===== src/sv/swsm_pkg.sv =====
// shared types, register indexes and byte helpers for the substring word start matcher
package swsm_pkg;

  // register indexes of the configuration port
  localparam logic [1:0] RegPatternLow  = 2'd0;
  localparam logic [1:0] RegPatternHigh = 2'd1;
  localparam logic [1:0] RegPatternLen  = 2'd2;
  localparam logic [1:0] RegMatchMode   = 2'd3;

  localparam int unsigned CfgDataW  = 64;
  localparam int unsigned CfgIdxW   = 2;
  localparam int unsigned LenW      = 5;
  localparam int unsigned PatBytes  = 16;

  // per-cycle control shared by every window cell
  typedef struct packed {
    logic shift;
    logic clear;
    logic fold;
  } cell_ctrl_t;

  // ascii letter and digit test
  function automatic logic is_alnum(input logic [7:0] c);
    return ((c >= 8'h30) && (c <= 8'h39)) || ((c >= 8'h41) && (c <= 8'h5a)) ||
           ((c >= 8'h61) && (c <= 8'h7a));
  endfunction

  // upper case letters to lower case, everything else untouched
  function automatic logic [7:0] fold_case(input logic [7:0] c);
    if ((c >= 8'h41) && (c <= 8'h5a)) begin
      return c + 8'd32;
    end
    return c;
  endfunction

endpackage


===== src/sv/swsm_if.sv =====
// valid/ready channel interfaces for text words and match results
interface swsm_in_if;
  logic       valid;
  logic       ready;
  logic [7:0] text_char;
  logic       char_valid;
  logic       last_char;

  modport source (output valid, output text_char, output char_valid, output last_char,
                  input ready);
  modport sink (input valid, input text_char, input char_valid, input last_char,
                output ready);
endinterface

interface swsm_out_if;
  logic valid;
  logic ready;
  logic match_found;

  modport source (output valid, output match_found, input ready);
  modport sink (input valid, input match_found, output ready);
endinterface


===== src/sv/substring_word_start_matcher_top.sv =====
// top level of the streaming substring matcher with optional word start rule
//
//   channel   direction  word                              handshake
//   text_i    in         text_char, char_valid, last_char  valid/ready
//   result_o  out        match_found                       valid/ready
//   cfg       in         cfg_we_i, cfg_idx_i, cfg_wdata_i   write enable only
//
// one text word per cycle; the window of MAX_PATTERN cells shifts and compares in the
// same cycle, and the result of a last word is registered in the result buffer.
// reset clears window, flags, counters and registers at once.
// text_i stalls only when both result buffer entries are waiting to be taken.
module substring_word_start_matcher_top #(
  parameter int unsigned MAX_PATTERN = 16
) (
  input  logic                           clk_i,
  input  logic                           rst_ni,
  input  logic                           cfg_we_i,
  input  logic [swsm_pkg::CfgIdxW-1:0]   cfg_idx_i,
  input  logic [swsm_pkg::CfgDataW-1:0]  cfg_wdata_i,
  swsm_in_if.sink                        text_i,
  swsm_out_if.source                     result_o
);

  localparam int unsigned CntW = $clog2(MAX_PATTERN + 1);
  localparam int unsigned IdxW = (MAX_PATTERN > 1) ? $clog2(MAX_PATTERN) : 1;
  localparam int unsigned LenW = swsm_pkg::LenW;

  // configuration registers
  logic [63:0]     pat_lo_q, pat_hi_q;
  logic [LenW-1:0] len_q;
  logic            mode_q;

  always_ff @(posedge clk_i or negedge rst_ni) begin
    if (!rst_ni) begin
      pat_lo_q <= '0;
      pat_hi_q <= '0;
      len_q    <= '0;
      mode_q   <= 1'b0;
    end else if (cfg_we_i) begin
      case (cfg_idx_i)
        swsm_pkg::RegPatternLow:  pat_lo_q <= cfg_wdata_i;
        swsm_pkg::RegPatternHigh: pat_hi_q <= cfg_wdata_i;
        swsm_pkg::RegPatternLen:  len_q    <= cfg_wdata_i[LenW-1:0];
        swsm_pkg::RegMatchMode:   mode_q   <= cfg_wdata_i[0];
        default: ;
      endcase
    end
  end

  // stream state
  logic            prev_na_q, prev_na_d;
  logic [CntW-1:0] bytes_q, bytes_d, bytes_new;
  logic            found_q, found_d;

  logic            accept, take, last, full, hit, result;
  logic [LenW-1:0] eff_len;
  logic            len_nz, all_eq, start_sel;
  logic            new_start;
  logic [IdxW-1:0] sel_idx;
  logic [7:0]      pat_byte [swsm_pkg::PatBytes];

  logic [7:0]             cell_byte_in  [MAX_PATTERN];
  logic [7:0]             cell_byte_out [MAX_PATTERN];
  logic [7:0]             cell_pat      [MAX_PATTERN];
  logic [MAX_PATTERN-1:0] cell_start_in;
  logic [MAX_PATTERN-1:0] cell_start_out;
  logic [MAX_PATTERN-1:0] cell_eq;
  logic [MAX_PATTERN-1:0] cell_used;
  swsm_pkg::cell_ctrl_t   ctrl;

  assign text_i.ready = !full;
  assign accept       = text_i.valid && text_i.ready;
  assign take         = accept && text_i.char_valid;
  assign last         = accept && text_i.last_char;

  // effective pattern length, capped at the window size
  assign eff_len = (len_q > LenW'(MAX_PATTERN)) ? LenW'(MAX_PATTERN) : len_q;
  assign len_nz  = eff_len != '0;

  // pattern bytes, byte 0 lowest
  always_comb begin
    for (int b = 0; b < 8; b++) begin
      pat_byte[b]     = pat_lo_q[8*b +: 8];
      pat_byte[b + 8] = pat_hi_q[8*b +: 8];
    end
  end

  // word start flag of the incoming byte
  assign new_start = swsm_pkg::is_alnum(text_i.text_char) && prev_na_q;

  assign ctrl.shift = take && !last;
  assign ctrl.clear = last;
  assign ctrl.fold  = mode_q;

  // chain of window cells, cell 0 newest
  for (genvar k = 0; k < MAX_PATTERN; k++) begin : g_cell
    logic [LenW-1:0] pidx;

    if (k == 0) begin : g_head
      assign cell_byte_in[k]  = text_i.text_char;
      assign cell_start_in[k] = new_start;
    end else begin : g_link
      assign cell_byte_in[k]  = cell_byte_out[k-1];
      assign cell_start_in[k] = cell_start_out[k-1];
    end

    // cell k holds the byte that lines up with pattern byte eff_len-1-k
    assign pidx         = eff_len - LenW'(1) - LenW'(k);
    assign cell_pat[k]  = pat_byte[pidx[3:0]];
    assign cell_used[k] = LenW'(k) < eff_len;

    swsm_cell u_cell (
      .clk_i   (clk_i),
      .rst_ni  (rst_ni),
      .ctrl_i  (ctrl),
      .byte_i  (cell_byte_in[k]),
      .start_i (cell_start_in[k]),
      .pat_i   (cell_pat[k]),
      .byte_o  (cell_byte_out[k]),
      .start_o (cell_start_out[k]),
      .eq_o    (cell_eq[k])
    );
  end

  // window compare on the shifted-in contents
  assign all_eq    = &(cell_eq | ~cell_used);
  assign sel_idx   = IdxW'(eff_len - LenW'(1));
  assign start_sel = cell_start_in[sel_idx];
  assign bytes_new = (bytes_q < CntW'(MAX_PATTERN)) ? bytes_q + CntW'(1) : bytes_q;
  assign hit       = take && len_nz && (LenW'(bytes_new) >= eff_len) && all_eq &&
                     (!mode_q || start_sel);
  assign result    = found_q || hit || (!mode_q && !len_nz);

  // stream state update
  always_comb begin
    prev_na_d = prev_na_q;
    bytes_d   = bytes_q;
    found_d   = found_q;
    if (last) begin
      prev_na_d = 1'b1;
      bytes_d   = '0;
      found_d   = 1'b0;
    end else if (take) begin
      prev_na_d = !swsm_pkg::is_alnum(text_i.text_char);
      bytes_d   = bytes_new;
      found_d   = found_q || hit;
    end
  end

  always_ff @(posedge clk_i or negedge rst_ni) begin
    if (!rst_ni) begin
      prev_na_q <= 1'b1;
      bytes_q   <= '0;
      found_q   <= 1'b0;
    end else begin
      prev_na_q <= prev_na_d;
      bytes_q   <= bytes_d;
      found_q   <= found_d;
    end
  end

  swsm_outbuf u_outbuf (
    .clk_i  (clk_i),
    .rst_ni (rst_ni),
    .push_i (last),
    .data_i (result),
    .full_o (full),
    .out_o  (result_o)
  );

  // checks
  a_no_overflow: assert property (@(posedge clk_i) disable iff (!rst_ni)
    last |-> !full)
    else $error("result pushed into full buffer");

  a_end_clears: assert property (@(posedge clk_i) disable iff (!rst_ni)
    last |=> (bytes_q == '0) && !found_q && prev_na_q)
    else $error("stream state not cleared after last word");

  a_count_cap: assert property (@(posedge clk_i) disable iff (!rst_ni)
    bytes_q <= CntW'(MAX_PATTERN))
    else $error("byte count above window size");

  a_empty_exact: assert property (@(posedge clk_i) disable iff (!rst_ni)
    (last && !mode_q && (len_q == '0)) |-> result)
    else $error("empty pattern in exact mode must match");

endmodule


===== src/sv/swsm_cell.sv =====
// one window cell: holds a text byte and its word start flag, compares the incoming byte
module swsm_cell (
  input  logic                  clk_i,
  input  logic                  rst_ni,
  input  swsm_pkg::cell_ctrl_t  ctrl_i,
  input  logic [7:0]            byte_i,
  input  logic                  start_i,
  input  logic [7:0]            pat_i,
  output logic [7:0]            byte_o,
  output logic                  start_o,
  output logic                  eq_o
);

  logic [7:0] byte_q, byte_d;
  logic       start_q, start_d;

  // compare the byte that moves in against this cell's pattern byte
  always_comb begin
    if (ctrl_i.fold) begin
      eq_o = swsm_pkg::fold_case(byte_i) == swsm_pkg::fold_case(pat_i);
    end else begin
      eq_o = byte_i == pat_i;
    end
  end

  // shift or clear
  always_comb begin
    byte_d  = byte_q;
    start_d = start_q;
    if (ctrl_i.clear) begin
      byte_d  = 8'h00;
      start_d = 1'b0;
    end else if (ctrl_i.shift) begin
      byte_d  = byte_i;
      start_d = start_i;
    end
  end

  always_ff @(posedge clk_i or negedge rst_ni) begin
    if (!rst_ni) begin
      byte_q  <= 8'h00;
      start_q <= 1'b0;
    end else begin
      byte_q  <= byte_d;
      start_q <= start_d;
    end
  end

  assign byte_o  = byte_q;
  assign start_o = start_q;

endmodule


===== src/sv/swsm_outbuf.sv =====
// two-entry result buffer between the matcher and the result channel
module swsm_outbuf (
  input  logic  clk_i,
  input  logic  rst_ni,
  input  logic  push_i,
  input  logic  data_i,
  output logic  full_o,
  swsm_out_if.source out_o
);

  logic [1:0] data_q;
  logic       wr_ptr_q, wr_ptr_d;
  logic       rd_ptr_q, rd_ptr_d;
  logic [1:0] count_q, count_d;
  logic       pop;

  assign pop         = out_o.valid && out_o.ready;
  assign out_o.valid = count_q != 2'd0;
  assign out_o.match_found = data_q[rd_ptr_q];
  assign full_o      = count_q == 2'd2;

  // pointer and fill count update
  always_comb begin
    wr_ptr_d = push_i ? ~wr_ptr_q : wr_ptr_q;
    rd_ptr_d = pop ? ~rd_ptr_q : rd_ptr_q;
    count_d  = count_q;
    if (push_i && !pop) begin
      count_d = count_q + 2'd1;
    end else if (!push_i && pop) begin
      count_d = count_q - 2'd1;
    end
  end

  always_ff @(posedge clk_i or negedge rst_ni) begin
    if (!rst_ni) begin
      wr_ptr_q <= 1'b0;
      rd_ptr_q <= 1'b0;
      count_q  <= 2'd0;
    end else begin
      wr_ptr_q <= wr_ptr_d;
      rd_ptr_q <= rd_ptr_d;
      count_q  <= count_d;
    end
  end

  // result storage
  always_ff @(posedge clk_i) begin
    if (push_i) begin
      data_q[wr_ptr_q] <= data_i;
    end
  end

endmodule


===== src/flat_wrapper.sv =====
// flat-port wrapper written by rule: the top's interface ports become plain ports
module substring_word_start_matcher_top_flat 
#(
  parameter int unsigned MAX_PATTERN = 16
)
  (clk_i, rst_ni, cfg_we_i, cfg_idx_i, cfg_wdata_i, text_i_valid, text_i_text_char, text_i_char_valid, text_i_last_char, text_i_ready, result_o_valid, result_o_match_found, result_o_ready);
  swsm_in_if text_i_i ();
  swsm_out_if result_o_i ();
  input  logic clk_i;
  input  logic rst_ni;
  input  logic cfg_we_i;
  input  logic [swsm_pkg::CfgIdxW-1:0] cfg_idx_i;
  input  logic [swsm_pkg::CfgDataW-1:0] cfg_wdata_i;
  input wire logic [$bits(text_i_i.valid)-1:0] text_i_valid;
  input wire logic [$bits(text_i_i.text_char)-1:0] text_i_text_char;
  input wire logic [$bits(text_i_i.char_valid)-1:0] text_i_char_valid;
  input wire logic [$bits(text_i_i.last_char)-1:0] text_i_last_char;
  output wire logic [$bits(text_i_i.ready)-1:0] text_i_ready;
  output wire logic [$bits(result_o_i.valid)-1:0] result_o_valid;
  output wire logic [$bits(result_o_i.match_found)-1:0] result_o_match_found;
  input wire logic [$bits(result_o_i.ready)-1:0] result_o_ready;
  assign text_i_i.valid = text_i_valid;
  assign text_i_i.text_char = text_i_text_char;
  assign text_i_i.char_valid = text_i_char_valid;
  assign text_i_i.last_char = text_i_last_char;
  assign text_i_ready = text_i_i.ready;
  assign result_o_valid = result_o_i.valid;
  assign result_o_match_found = result_o_i.match_found;
  assign result_o_i.ready = result_o_ready;
  substring_word_start_matcher_top #(.MAX_PATTERN(MAX_PATTERN)) u_core (.clk_i(clk_i), .rst_ni(rst_ni), .cfg_we_i(cfg_we_i), .cfg_idx_i(cfg_idx_i), .cfg_wdata_i(cfg_wdata_i), .text_i(text_i_i), .result_o(result_o_i));
endmodule

===== config.mk =====
export PLATFORM = sky130hd
export DESIGN_NAME = substring_word_start_matcher_top_flat
export DESIGN_NICKNAME = d
export VERILOG_FILES = /design/src/sv/swsm_pkg.sv /design/src/sv/swsm_if.sv /design/src/sv/substring_word_start_matcher_top.sv /design/src/sv/swsm_cell.sv /design/src/sv/swsm_outbuf.sv /design/src/flat_wrapper.sv
export SDC_FILE = /design/constraint.sdc
export NUM_CORES = 1
export LEC_CHECK = 0
export BUFFER_PORTS_ARGS = -buffer_cell sky130_fd_sc_hd__buf_2
export CORE_MARGIN = 1
export CORE_UTILIZATION = 50
export CTS_BUF_LIST = sky130_fd_sc_hd__clkbuf_4 sky130_fd_sc_hd__clkbuf_8
export DETAILED_ROUTE_END_ITERATION = 16
export PLACE_DENSITY = 0.67
export SLEW_MARGIN = 10
export SYNTH_ARGS = -nofsm -noshare
export SYNTH_HDL_FRONTEND = slang
export SYNTH_HIERARCHICAL = 1
export SYNTH_SLANG_ARGS = --single-unit

===== constraint.sdc =====
create_clock -name clk_i -period 8.92 [get_ports clk_i]
set_input_delay 0.446 -clock clk_i [delete_from_list [all_inputs] [get_ports clk_i]]
set_output_delay 0.446 -clock clk_i [all_outputs]
set_load 0.01 [all_outputs]

# Word level (Yosys, flattened, before mapping)
# Index checks and enable logic that the tools add are counted.
word_totals:
  n_memories: 0
  regBits: 282
  output_inout_bits: 3
  input_bits: 81
  mem_bits_ro: 0
  latch_bits: 0
  ram_bits: 0
  word_cells: 626
classes:
  n_addsub: 51
  shifts: 0
  order_cmp: 107
  n_eq_ne: 36
  multipliers: 0
  bitwise_logic: 20
  div: 0
  muxes: 301
  reduce_logical: 70
op_table:
  columns: ["operator", "count"]
  rows:
  - ["8-bit two-way mux", 158]
  - ["8-bit binary-select mux with 4-bit select", 16]
  - ["8-bit by 7-bit greater-or-equal comparator with 1-bit output, second input constant", 33]
  - ["8-bit by 7-bit less-or-equal comparator with 1-bit output, second input constant", 33]
  - ["8-bit by 6-bit adder with 8-bit output, second input constant", 32]
  - ["8-bit == test", 32]
  - ["1-bit two-way mux", 118]
  - ["5-bit greater-or-equal comparator, second input constant", 16]
  - ["4-bit inverter with 5-bit output", 16]
  - ["1-bit logical AND", 48]
  - ["4-bit by 5-bit less-than comparator with 1-bit output, first input constant", 8]
  - ["4-bit subtractor, second input constant", 8]
  - ["3-bit by 5-bit less-than comparator with 1-bit output, first input constant", 4]
  - ["5-bit two-way mux", 4]
  - ["16-bit inverter", 1]
  - ["16-bit bitwise OR", 1]
  - ["16-bit AND reduction", 1]
  - ["4-bit by 3-bit subtractor with 4-bit output, second input constant", 4]
  - ["1-bit by 5-bit less-than comparator with 1-bit output, first input constant", 2]
  - ["2-bit by 5-bit less-than comparator with 1-bit output, first input constant", 2]
  - ["8-bit by 6-bit greater-or-equal comparator with 1-bit output, second input constant", 1]
  - ["8-bit by 6-bit less-or-equal comparator with 1-bit output, second input constant", 1]
  - ["2-bit AND reduction", 4]
  - ["2-bit nonzero test", 4]
  - ["22 further kinds", 38]

# Longest topological paths before layout
# Gate-level depths: netlist (run 1).
logic_depth:
  ltp_word: 23
  depth_mapped: 28

# Cells and area by module
# Netlist (run 1), hierarchy kept.
by_module_without_submodules:
  columns: ["module", "cells_per_inst", "seq_area_each_um2", "area_per_inst_um2", "instances"]
  rows:
  - ["substring_word_start_matcher_top", 924, 3529.6, 11637.4, 1]
  - ["swsm_cell", 72, 225.2, 680.7, 16]
  - ["swsm_outbuf", 19, 160.2, 272.8, 1]

# Worst setup path after synthesis (run 1)
# No wires, ideal clock.
synth_path:
  path_type: "reg2reg"
  from: "register u_core.len_q[0]"
  to: "register u_core.u_outbuf.data_q[0], data pin"
  setup_ns: 0.157
  path_slack_ns: 2.309
  arrival_ns: 6.453
  path_stages_with_launch: 27
  synth_period_minus_slack_ns: 6.611
  path_cell_list: "dfrtp_1 -> buf_2 -> nand2b_1 -> buf_2 -> buf_2 -> buf_2 -> ha_1 -> clkbuf_1 -> inv_2 -> buf_1 -> ha_1 -> a21oi_1 -> xnor2_1 -> buf_4 -> mux2i_1 -> ha_1 -> xor2_1 -> mux2_2 -> nor3_1 -> a211oi_1 -> o31ai_1 -> nand2b_1 -> a41o_1 -> a222oi_1 -> a41oi_1 -> a31oi_1 -> o21bai_1"
synth_rtl:
  columns: ["element", "line", "source"]
  rows:
  - ["from (decl)", "substring_word_start_matcher_top.sv:30", "logic [LenW-1:0] len_q;"]
  - ["from (signal assigned)", "substring_word_start_matcher_top.sv:43", "swsm_pkg::RegPatternLen: len_q <= cfg_wdata_i[LenW-1:0];"]
  - ["to (signal, indexed assignment)", "swsm_outbuf.sv:49", "data_q[wr_ptr_q] <= data_i;"]
  - ["to (decl)", "swsm_outbuf.sv:11", "logic [1:0] data_q;"]

==> results of run 1 <==
[layer usage]
layer	track usage, %	wire [um]	part of all wire, %	vias up
met5	0	0	0	-
li1	-	-	-	7814
met2	48.37	31740	45	583
met1	43.62	31970	46	8869
met3	4.862	3960	5.7	103
met4	10.25	2126	3.0	0
[power by group through the flow]
stage                     clock (mW)  sequential, mW  combinational, mW
after floorplan                    0            1.57               4.23
after global placement             0            1.64               5.58
after detailed placement           0            1.65               5.70
after CTS                       1.44            1.63               5.73
after global routing            1.49            1.66               6.20
final                           1.41            1.64               5.85
[stage by stage]
step | area, um2 | utilization [%] | setup slack (ps) | std cells | hold slack (ps)
finish | 24630 | 55.69 | 1698 | 2758 | 53.01
global placement | 23430 | 52.99 | 2066 | 2661 | 474.5
global route | 24630 | 55.69 | 1196 | 2758 | 30.75
CTS | 24630 | 55.69 | 1770 | 2758 | 6.986
detailed placement | 23430 | 52.99 | 1827 | 2661 | 480.3
floorplan | 22440 | - | 2310 | 2066 | 150.4
[worst max path at each step]
| stage | startpoint | endpoint | slack [ps] | cells after the start |
|---|---|---|---|---|
| after floorplan | u_core/len_q[0] | u_core/u_outbuf/data_q[0] | 2310 | 26 |
| after global placement | u_core/len_q[4] | u_core/u_outbuf/data_q[0] | 2070 | 23 |
| after detailed placement | u_core/len_q[4] | u_core/u_outbuf/data_q[1] | 1830 | 22 |
| after CTS | u_core/len_q[4] | u_core/u_outbuf/data_q[1] | 1770 | 22 |
| after global routing | u_core/len_q[4] | u_core/u_outbuf/data_q[1] | 1200 | 22 |
| final | u_core/len_q[4] | u_core/u_outbuf/data_q[1] | 1700 | 22 |
[critical path: stages (launching register included)]
cell	delay (ps)
dfrtp_1	640
nand2b_4	530
ha_2	320
xnor2_2	120
buf_4	380
inv_1	130
buf_4	270
ha_1	270
nand2_1	120
xor2_2	840
mux2i_1	650
ha_1	270
xor2_1	220
mux2_2	360
nor3_1	140
a211oi_1	70
o31ai_1	350
nand2b_1	90
a211o_1	290
a221oi_1	360
a41oi_1	200
a31oi_1	200
o21bai_1	170
[state kept, by name, summed over array words and instances (netlist names)]
signal,cells
u_core/mode_q,1
u_core/u_outbuf/count_q,2
u_core/u_outbuf/data_q,2
u_core/found_q,1
u_core/u_outbuf/wr_ptr_q,1
u_core/len_q,5
u_core/prev_na_q,1
u_core/bytes_q,5
u_core/pat_lo_q,64
u_core/g_cell.u_cell/start_o,15
u_core/g_cell.u_cell/byte_o,120
u_core/pat_hi_q,64
u_core/u_outbuf/rd_ptr_q,1
[final cells by class]
class	count	area, um2
clock inverter	19	207.7
tap	592	740.7
sequential	282	7068
inverter	6	22.52
clock buffer	77	978.4
multi-input combinational	1675	14980
fill	3825	19590
timing repair buffer	107	633.1
[what timing repair did]
item                                    CTS  global route
endpoints found under the setup margin    0             0
hold buffers                              1             0
hold endpoints to repair                101             0
==> metrics.txt, run 1 <==
aggregate routed wire length 69.80 mm; height of the chip 213.9 um; net switching power 4.258 mW; CP startpoint kind flop; sequential power share 18.4%; setup slack, reg-to-reg 1700 ps; combinational group share of total power 65.7%; Die Outline Area 45740 um2; average size of a mapped cell 10.86 um2; most common cell after layout, fill and taps aside mux2i_1; proportion of power drawn by the clock network 15.8%; post-synthesis instance area 22440 um2; PD cells 361.1 nW/um2; cell count after synthesis 2066; root buffer cell clkbuf_8; number of cells on the worst hold path 2; DRC violation count after routing 0; DR iter-0 viols 1468; Peak Freq 0.1385 GHz; number of global-route vias before repair 16720; per-cell routed wire length 25.31 um; result of the run finished, final reports clean; maximum fanout along the worst path 23; hold violation total from the final report 0; number of nets with antenna violations after detailed routing 0; Placement Rows 77; core box area 44220 um2; Lkg Pwr 11.00 nW; grt ovf 0; largest net degree at the start of global routing 179; starting density of the core 50.75%; Diodes inserted 0; TritonCTS clock tree built; final weighted congestion of routability-driven global placement 1.044; crit share post-route 80.96%; total I/O pin count 84; post-CTS repair timing setup buffer count 0; CP Data Arrival Time 7690 ps; terminus of the critical flop-to-flop path u_core/u_outbuf/data_q[1]; wire length of the first global-routing pass 105.3 mm; vias per std cell 6.298; endpoint required time on the critical path 9380 ps; die span in x 213.9 um; start-to-end type of the worst setup path reg2reg; buffers added on ports 83; post_cts resized 0; launch point of the worst hold path cfg_wdata_i[55]; final clock skew 22.05 ps; net total in the final layout 2252; post-detail-place hpwl 53.88 mm; Hold/Removal Path Class in2reg; overall via count from detail_route 17369; clock-pin slew on the worst setup and hold paths 70 ps; initial antenna violation count 0; Yosys warning total 6; count of cells along the worst register-to-register path 22; setup violation total in the final timing report 0; Reg2Reg Launch Point u_core/len_q[4]; clock latency reported for the late side of the worst-skew pair 640 ps; minimum clock period after layout 7222 ps; number of levels in the clock H-tree 2; Pre-antenna DRT Iters 7; Cell Int Power 4.636 mW; RSZ-0062 raised after global routing no; P&R area growth vs syn 9.733%; All-Layer GR Usage 30.91%; slew at the pin closest to its max-slew limit 1230 ps; capture endpoint of the worst hold path u_core/pat_hi_q[55]; Critical Path End Type flop; sinks on the clock net 282; Slew Viols, Final 0; Slew Limit Headroom 15.62%; proportion of layout cells with a drive suffix above 1 23.45%; fraction of power spent switching nets 47.88%; total nets after synthesis 2194; number of CTS-inserted buffers 52; top library cells by usage in the layout, fill and taps aside 520 x mux2i_1, 279 x dfrtp_1, 172 x nor2_1, 152 x mux2_2, 116 x xnor2_1; buffer levels on the longest clock path 3; Max-Cap Viols 0; total negative setup slack 0 ps; total power 8.894 mW; Max VDD drop 184.4 uV
No activity file was read; power rests on OpenSTA's default activity.
==> inputs of run 2 (changes only) <==
clock period = 6.93 ns   (was 8.92 ns; I/O delays follow)
==> run 2 against run 1 <==
Compared with the run above:
- largest power group unchanged
- largest cell class unchanged
- critical path depth down 3
- hold slack got worse by 19 ps
- clock skew is 8.6 ps higher
==> metrics.txt, run 2 (synthesized netlist as in run 1, its figures left out) <==
most common cell after layout, fill and taps aside mux2i_1; total I/O pin count 84 (unchanged); multi-input combinational cell area 14990 um2 (about the same); maximum fanout along the worst path 22 (-4.3%); fin util 57.01% (+1.3 points); PD cells 452.8 nW/um2 (+25%); buffers added on ports 83 (unchanged); P&R area growth vs syn 12.33%; starting density of the core 50.75% (unchanged); peak-usage layer in the global routing report met2; height of the chip 213.9 um (unchanged); vias per std cell 6.288 (-0.15%); crit share post-route 94.36% (+13 points); Hold/Removal Path Class in2reg; Peak Freq 0.1529 GHz (+10%); DRC violation count after routing 0 (unchanged); number of global-route vias before repair 16992 (+1.6%); initial antenna violation count 0 (unchanged); start-to-end type of the worst setup path reg2reg; Pre-antenna DRT Iters 5 (-2); met3 capacity usage during global routing 5.214% (+0.35 points); RSZ-0062 raised after global routing no; flip-flop count of the largest register, all copies and words added 120 (unchanged); post-CTS repair timing setup buffer count 0 (unchanged); top library cells by usage in the layout, fill and taps aside 520 x mux2i_1, 279 x dfrtp_1, 172 x nor2_1, 152 x mux2_2, 116 x xnor2_1; die span in x 213.9 um (unchanged); grt ovf 0 (unchanged); final weighted congestion of routability-driven global placement 1.070 (+2.4%); core box area 44220 um2 (unchanged); Die Outline Area 45740 um2 (unchanged); Slew Viols, Final 0 (unchanged); placed inst area 23500 um2 (+0.29%); Lkg Pwr 11.25 nW (+2.3%); total negative setup slack 0 ps (unchanged); All-Layer GR Usage 31.24% (+0.34 points); post-detail-place hpwl 53.87 mm (about the same); number of levels in the clock H-tree 2 (unchanged); overall via count from detail_route 17739 (+2.1%); clock latency reported for the late side of the worst-skew pair 650 ps (about the same); per-cell routed wire length 25.09 um (-0.85%); buffer levels on the longest clock path 3 (unchanged); smallest hold slack 34.01 ps (-19.00 ps); minimum clock period after layout 6539 ps (-682.9 ps); aggregate routed wire length 70.79 mm (+1.4%); proportion of layout cells with a drive suffix above 1 22.93% (-0.53 points); CP startpoint kind flop; met2 usage in global routing 48.75% (+0.38 points); GRT met1 Usage 42.85% (-0.77 points); TritonCTS clock tree built; result of the run finished, final reports clean; CP Data Arrival Time 7010 ps (-680 ps); largest net degree at the start of global routing 133 (-26%); number of CTS-inserted buffers 50 (-3.8%); Max VDD drop 276.6 uV (+50%); slew at the pin closest to its max-slew limit 1143 ps (-87.29 ps); Placement Rows 77 (unchanged); DR iter-0 viols 1625 (+11%); root buffer cell clkbuf_8; final clock skew 30.63 ps (+8.586 ps); Critical Path End Type flop; Seq. cell area 7068 um2 (unchanged); wire length of the first global-routing pass 105.7 mm (+0.44%); Diodes inserted 0 (unchanged); total power 11.41 mW (+28%); count of fill cells added during filler insertion 3702 (-3.2%); endpoint required time on the critical path 7400 ps (-1980 ps); Max-Cap Viols 0 (unchanged); setup violation total in the final timing report 0 (unchanged); net total in the final layout 2319 (+3.0%); number of nets with antenna violations after detailed routing 0 (unchanged); hold violation total from the final report 0 (unchanged); sinks on the clock net 282 (unchanged); Finished Cell Area 25210 um2 (+2.4%); Slew Limit Headroom 23.41% (+7.8 points); clock-pin slew on the worst setup and hold paths 70 ps (about the same)
run 2: worst paths after layout:
path	from	to	slack [ps]	cells past startpoint
worst min-delay path	cfg_wdata_i[3]	u_core/len_q[3]	30	2
worst max-delay path	u_core/len_q[4]	u_core/u_outbuf/data_q[0]	390	19
max in group asynchronous	rst_ni	u_core/pat_hi_q[17]	5180	3
worst max register to register	u_core/len_q[4]	u_core/u_outbuf/data_q[0]	390	19
worst min register to register	u_core/u_outbuf/rd_ptr_q	u_core/u_outbuf/rd_ptr_q	490	1
min in group asynchronous	rst_ni	u_core/g_cell[11].u_cell/byte_o[5]	250	2
run 2: what timing repair did:
item,4_1_cts,5_1_grt
gates resized for setup,0,1
endpoints found under the setup margin,0,3
hold buffers,61,0
endpoints found under the hold margin,182,0
run 2: power by group:
part	total, mW	switching (mW)	internal, mW
logic	7.60	4.48	3.12
clock network	1.69	0.737	0.951
registers	2.12	0.281	1.84
run 2: critical path, stage by stage (launching register included):
cell and delay (ps):
dfrtp_1 650, clkinv_1 340, nand2_2 160, ha_2 220, xnor2_2 140, buf_4 400, ha_1 780, mux2i_1 260
mux2i_1 720, ha_1 300, xor2_1 230, mux2_2 380, nor3_1 150, a211oi_1 90, o31ai_1 510, a21oi_1 130
a221oi_1 360, a41oi_1 180, a31oi_1 180, o21bai_1 160
run 2: metal layers:
layer	up-vias	part of all wire, %
li1	7952	-
met1	8949	43
met2	687	45
met3	151	7.2
met4	0	4.3
met5	-	0
run 2: cell type report:
type	instances	area share, %
Timing Repair Buffer	176	5.162
Tap cell	592	2.938
Clock buffer	78	3.961
Sequential cell	282	28.04
Multi-Input combinational cell	1675	59.46
Clock inverter	12	0.3573
Inverter	6	0.08933
run 2: through the flow:
step           setup slack [ps]  instances
2_1_floorplan             319.5       2066
3_3_place_gp              648.9       2670
3_5_place_dp              535.7       2670
4_1_cts                   486.4       2821
5_1_grt                   68.71       2821
6_report                  391.0       2821
==> inputs of run 3 (changes only) <==
CORE_UTILIZATION = 44   (was 50)
PLACE_DENSITY = unset   (was 0.67)
==> run 3 against run 2 <==
Compared with the run above:
- non-clock buffer count increased by 1
- sequential power about the same
- final cell count increased by 3.0%
- clock skew increased by 10 ps
- combinational power decreased by 0.5%
- sequential cell count unchanged
- critical endpoint unchanged
- cell area increased by 0.89%
- hold slack improved by 27 ps
- core utilization decreased by 6.4 points
- clock-buffer cell count unchanged
- global-route usage decreased by 4.5 points
==> metrics.txt, run 3 (synthesized netlist as in run 1, its figures left out) <==
most common cell after layout, fill and taps aside mux2i_1; Lkg Pwr 11.31 nW (+0.51%); Finished Cell Area 25440 um2 (+0.89%); total I/O pin count 84 (unchanged); root buffer cell clkbuf_8; crit share post-route 95.23% (+0.87 points); series of cell instances along the critical path nand2b_4 > buf_4 > buf_4 > mux4_2 > mux2i_1 > mux2i_1 > ha_1 > xor2_1 > mux2_2 > nor3_1 > a211oi_1 > o31ai_1 > nand2b_1 > a211o_1 > a221oi_1 > a41oi_1 > a31oi_1 > o21bai_1; number of nets with antenna violations after detailed routing 0 (unchanged); smallest hold slack 61.01 ps (+27.01 ps); Buffers & Inverters on Critical Path 2 (unchanged); TritonCTS clock tree built; cell family contributing the most delay on the critical path multiplexers; Peak Freq 0.1515 GHz (-0.91%); P&R area growth vs syn 13.33%; All-Layer GR Usage 26.76% (-4.5 points); total negative setup slack 0 ps (unchanged); Slew Limit Headroom 28.13% (+4.7 points); overall via count from detail_route 17549 (-1.1%); total met2 wirelength after detailed routing 32.34 mm (+0.75%); CP max-delay cell buf_4; DRC violation count after routing 0 (unchanged); clock-pin slew on the worst setup and hold paths 60 ps (about the same); top library cells by usage in the layout, fill and taps aside 520 x mux2i_1, 279 x dfrtp_1, 172 x nor2_1, 152 x mux2_2, 116 x xnor2_1; sinks on the clock net 282 (unchanged); start-to-end type of the worst setup path reg2reg; Hold/Removal Path Class in2reg; proportion of layout cells with a drive suffix above 1 23.03% (+0.10 points); die span in x 227.9 um (+6.5%); Slew Viols, Final 0 (unchanged); number of global-route vias before repair 17168 (+1.0%); minimum clock period after layout 6599 ps (+60.15 ps); smallest setup slack after layout 330.9 ps (-60.15 ps); highest metal layer with signal wires met4; buffers added on ports 83 (unchanged); core box area 50270 um2 (+14%); wire length of the first global-routing pass 106.6 mm (+0.82%); detailed-routed wire length on met3 3.939 mm (-22%); clock latency reported for the late side of the worst-skew pair 640 ps (about the same); buffer levels on the longest clock path 3 (unchanged); net total in the final layout 2320 (+0.043%); DR iter-0 viols 1661 (+2.2%); CP Data Arrival Time 7070 ps (+60 ps); Placement Rows 82 (+6.5%); number of CTS-inserted buffers 50 (unchanged); endpoint required time on the critical path 7400 ps (about the same); final clock skew 40.86 ps (+10.23 ps); final weighted congestion of routability-driven global placement 0.9952 (-7.0%); post-detail-place hpwl 54.25 mm (+0.72%); maximum fanout along the worst path 47 (+110%); initial antenna violation count 2 (+2); placed inst area 23610 um2 (+0.46%); per-cell routed wire length 24.21 um (-3.5%); number of levels in the clock H-tree 2 (unchanged); height of the chip 227.9 um (+6.5%); Die Outline Area 51920 um2 (+14%); grt ovf 0 (unchanged); Pre-antenna DRT Iters 5 (unchanged); Critical Path End Type flop; Max-Cap Viols 0 (unchanged); vias per std cell 6.039 (-4.0%); Max VDD drop 217.9 uV (-21%); result of the run finished, final reports clean; hold violation total from the final report 0 (unchanged); CP startpoint kind flop; count of fill cells added during filler insertion 4551 (+23%); worst setup timing slack at the placement stage 467.4 ps (-68.25 ps); multi-input combinational cell area 14980 um2 (about the same); post-CTS repair timing setup buffer count 0 (unchanged); aggregate routed wire length 70.36 mm (-0.61%); Seq. cell area 7068 um2 (unchanged); flip-flop count of the largest register, all copies and words added 120 (unchanged); slew at the pin closest to its max-slew limit 1048 ps (-95.07 ps); delay contributed by the slowest stage of the critical path 780 ps (about the same); starting density of the core 44.64% (-6.1 points); total power 11.52 mW (+0.89%); wl on met1 31.28 mm (+2.4%); setup violation total in the final timing report 0 (unchanged); setup slack, reg-to-reg 330 ps (-60 ps); RSZ-0062 raised after global routing no; largest net degree at the start of global routing 157 (+18%); PD cells 452.8 nW/um2 (about the same)
==> run 3: changes by cell type in the layout (fill, tap and decap cells not counted), sizes merged <==
cell	change
clkinv	-1
buf	+1
bufinv	+4
diode	+2
clkinvlp	-1
==> run 3: worst paths after layout <==
path                                            start  cells after the start                                 to
min                               text_i_text_char[7]                      3  u_core/g_cell[0].u_cell/byte_o[7]
max reg2reg                           u_core/len_q[4]                     18          u_core/u_outbuf/data_q[0]
max in group asynchronous                      rst_ni                      3                u_core/pat_hi_q[10]
max                                   u_core/len_q[4]                     18          u_core/u_outbuf/data_q[0]
min reg2reg                u_core/u_outbuf/count_q[1]                      1         u_core/u_outbuf/count_q[1]
min in group asynchronous                      rst_ni                      2  u_core/g_cell[6].u_cell/byte_o[7]
==> run 3: repair_timing <==
action | in CTS | in global routing
hold buffers | 61 | 0
endpoints found under the hold margin | 176 | 0
gates resized for setup | 0 | 1
setup endpoints to repair | 0 | 2
==> run 3: cell type report <==
class | count | area share, %
Tap cell | 672 | 3.306
Sequential cell | 282 | 27.79
Inverter | 6 | 0.08854
Clock buffer | 78 | 3.975
Timing Repair Buffer | 177 | 5.160
Multi-Input combinational cell | 1675 | 58.89
Antenna cell | 2 | 0.01968
Clock inverter | 14 | 0.7772
==> run 3: routing by layer <==
| layer | vias up | track usage (%) |
|---|---|---|
| met5 | - | 0 |
| li1 | 7964 | - |
| met2 | 527 | 42.62 |
| met3 | 130 | 4.175 |
| met4 | 0 | 10.32 |
| met1 | 8928 | 36.54 |
==> run 3: worst reg2reg max path: cells and delay by family, from the launching register on <==
family | cells | cell delay [ps]
xor+xnor | 1 | 240
fa+ha+maj | 1 | 340
buf+inv | 2 | 1320
flops | 1 | 630
mux | 4 | 1740
simple gates | 3 | 490
compound gates | 7 | 1680
==> run 3: power breakdown <==
group	switching [mW]	leakage (nW)	internal (mW)
Clock	0.729	0.637	1.11
Sequential	0.271	3.62	1.84
Combinational	4.43	7.05	3.12
Total	5.43	11.3	6.08
==> run 3: per-stage QoR <==
step / instances / util, %
2_1_floorplan: 2066 / -
3_3_place_gp: 2751 / 46.96
3_5_place_dp: 2751 / 46.96
4_1_cts: 2904 / 50.58
5_1_grt: 2905 / 50.59
6_report: 2906 / 50.59
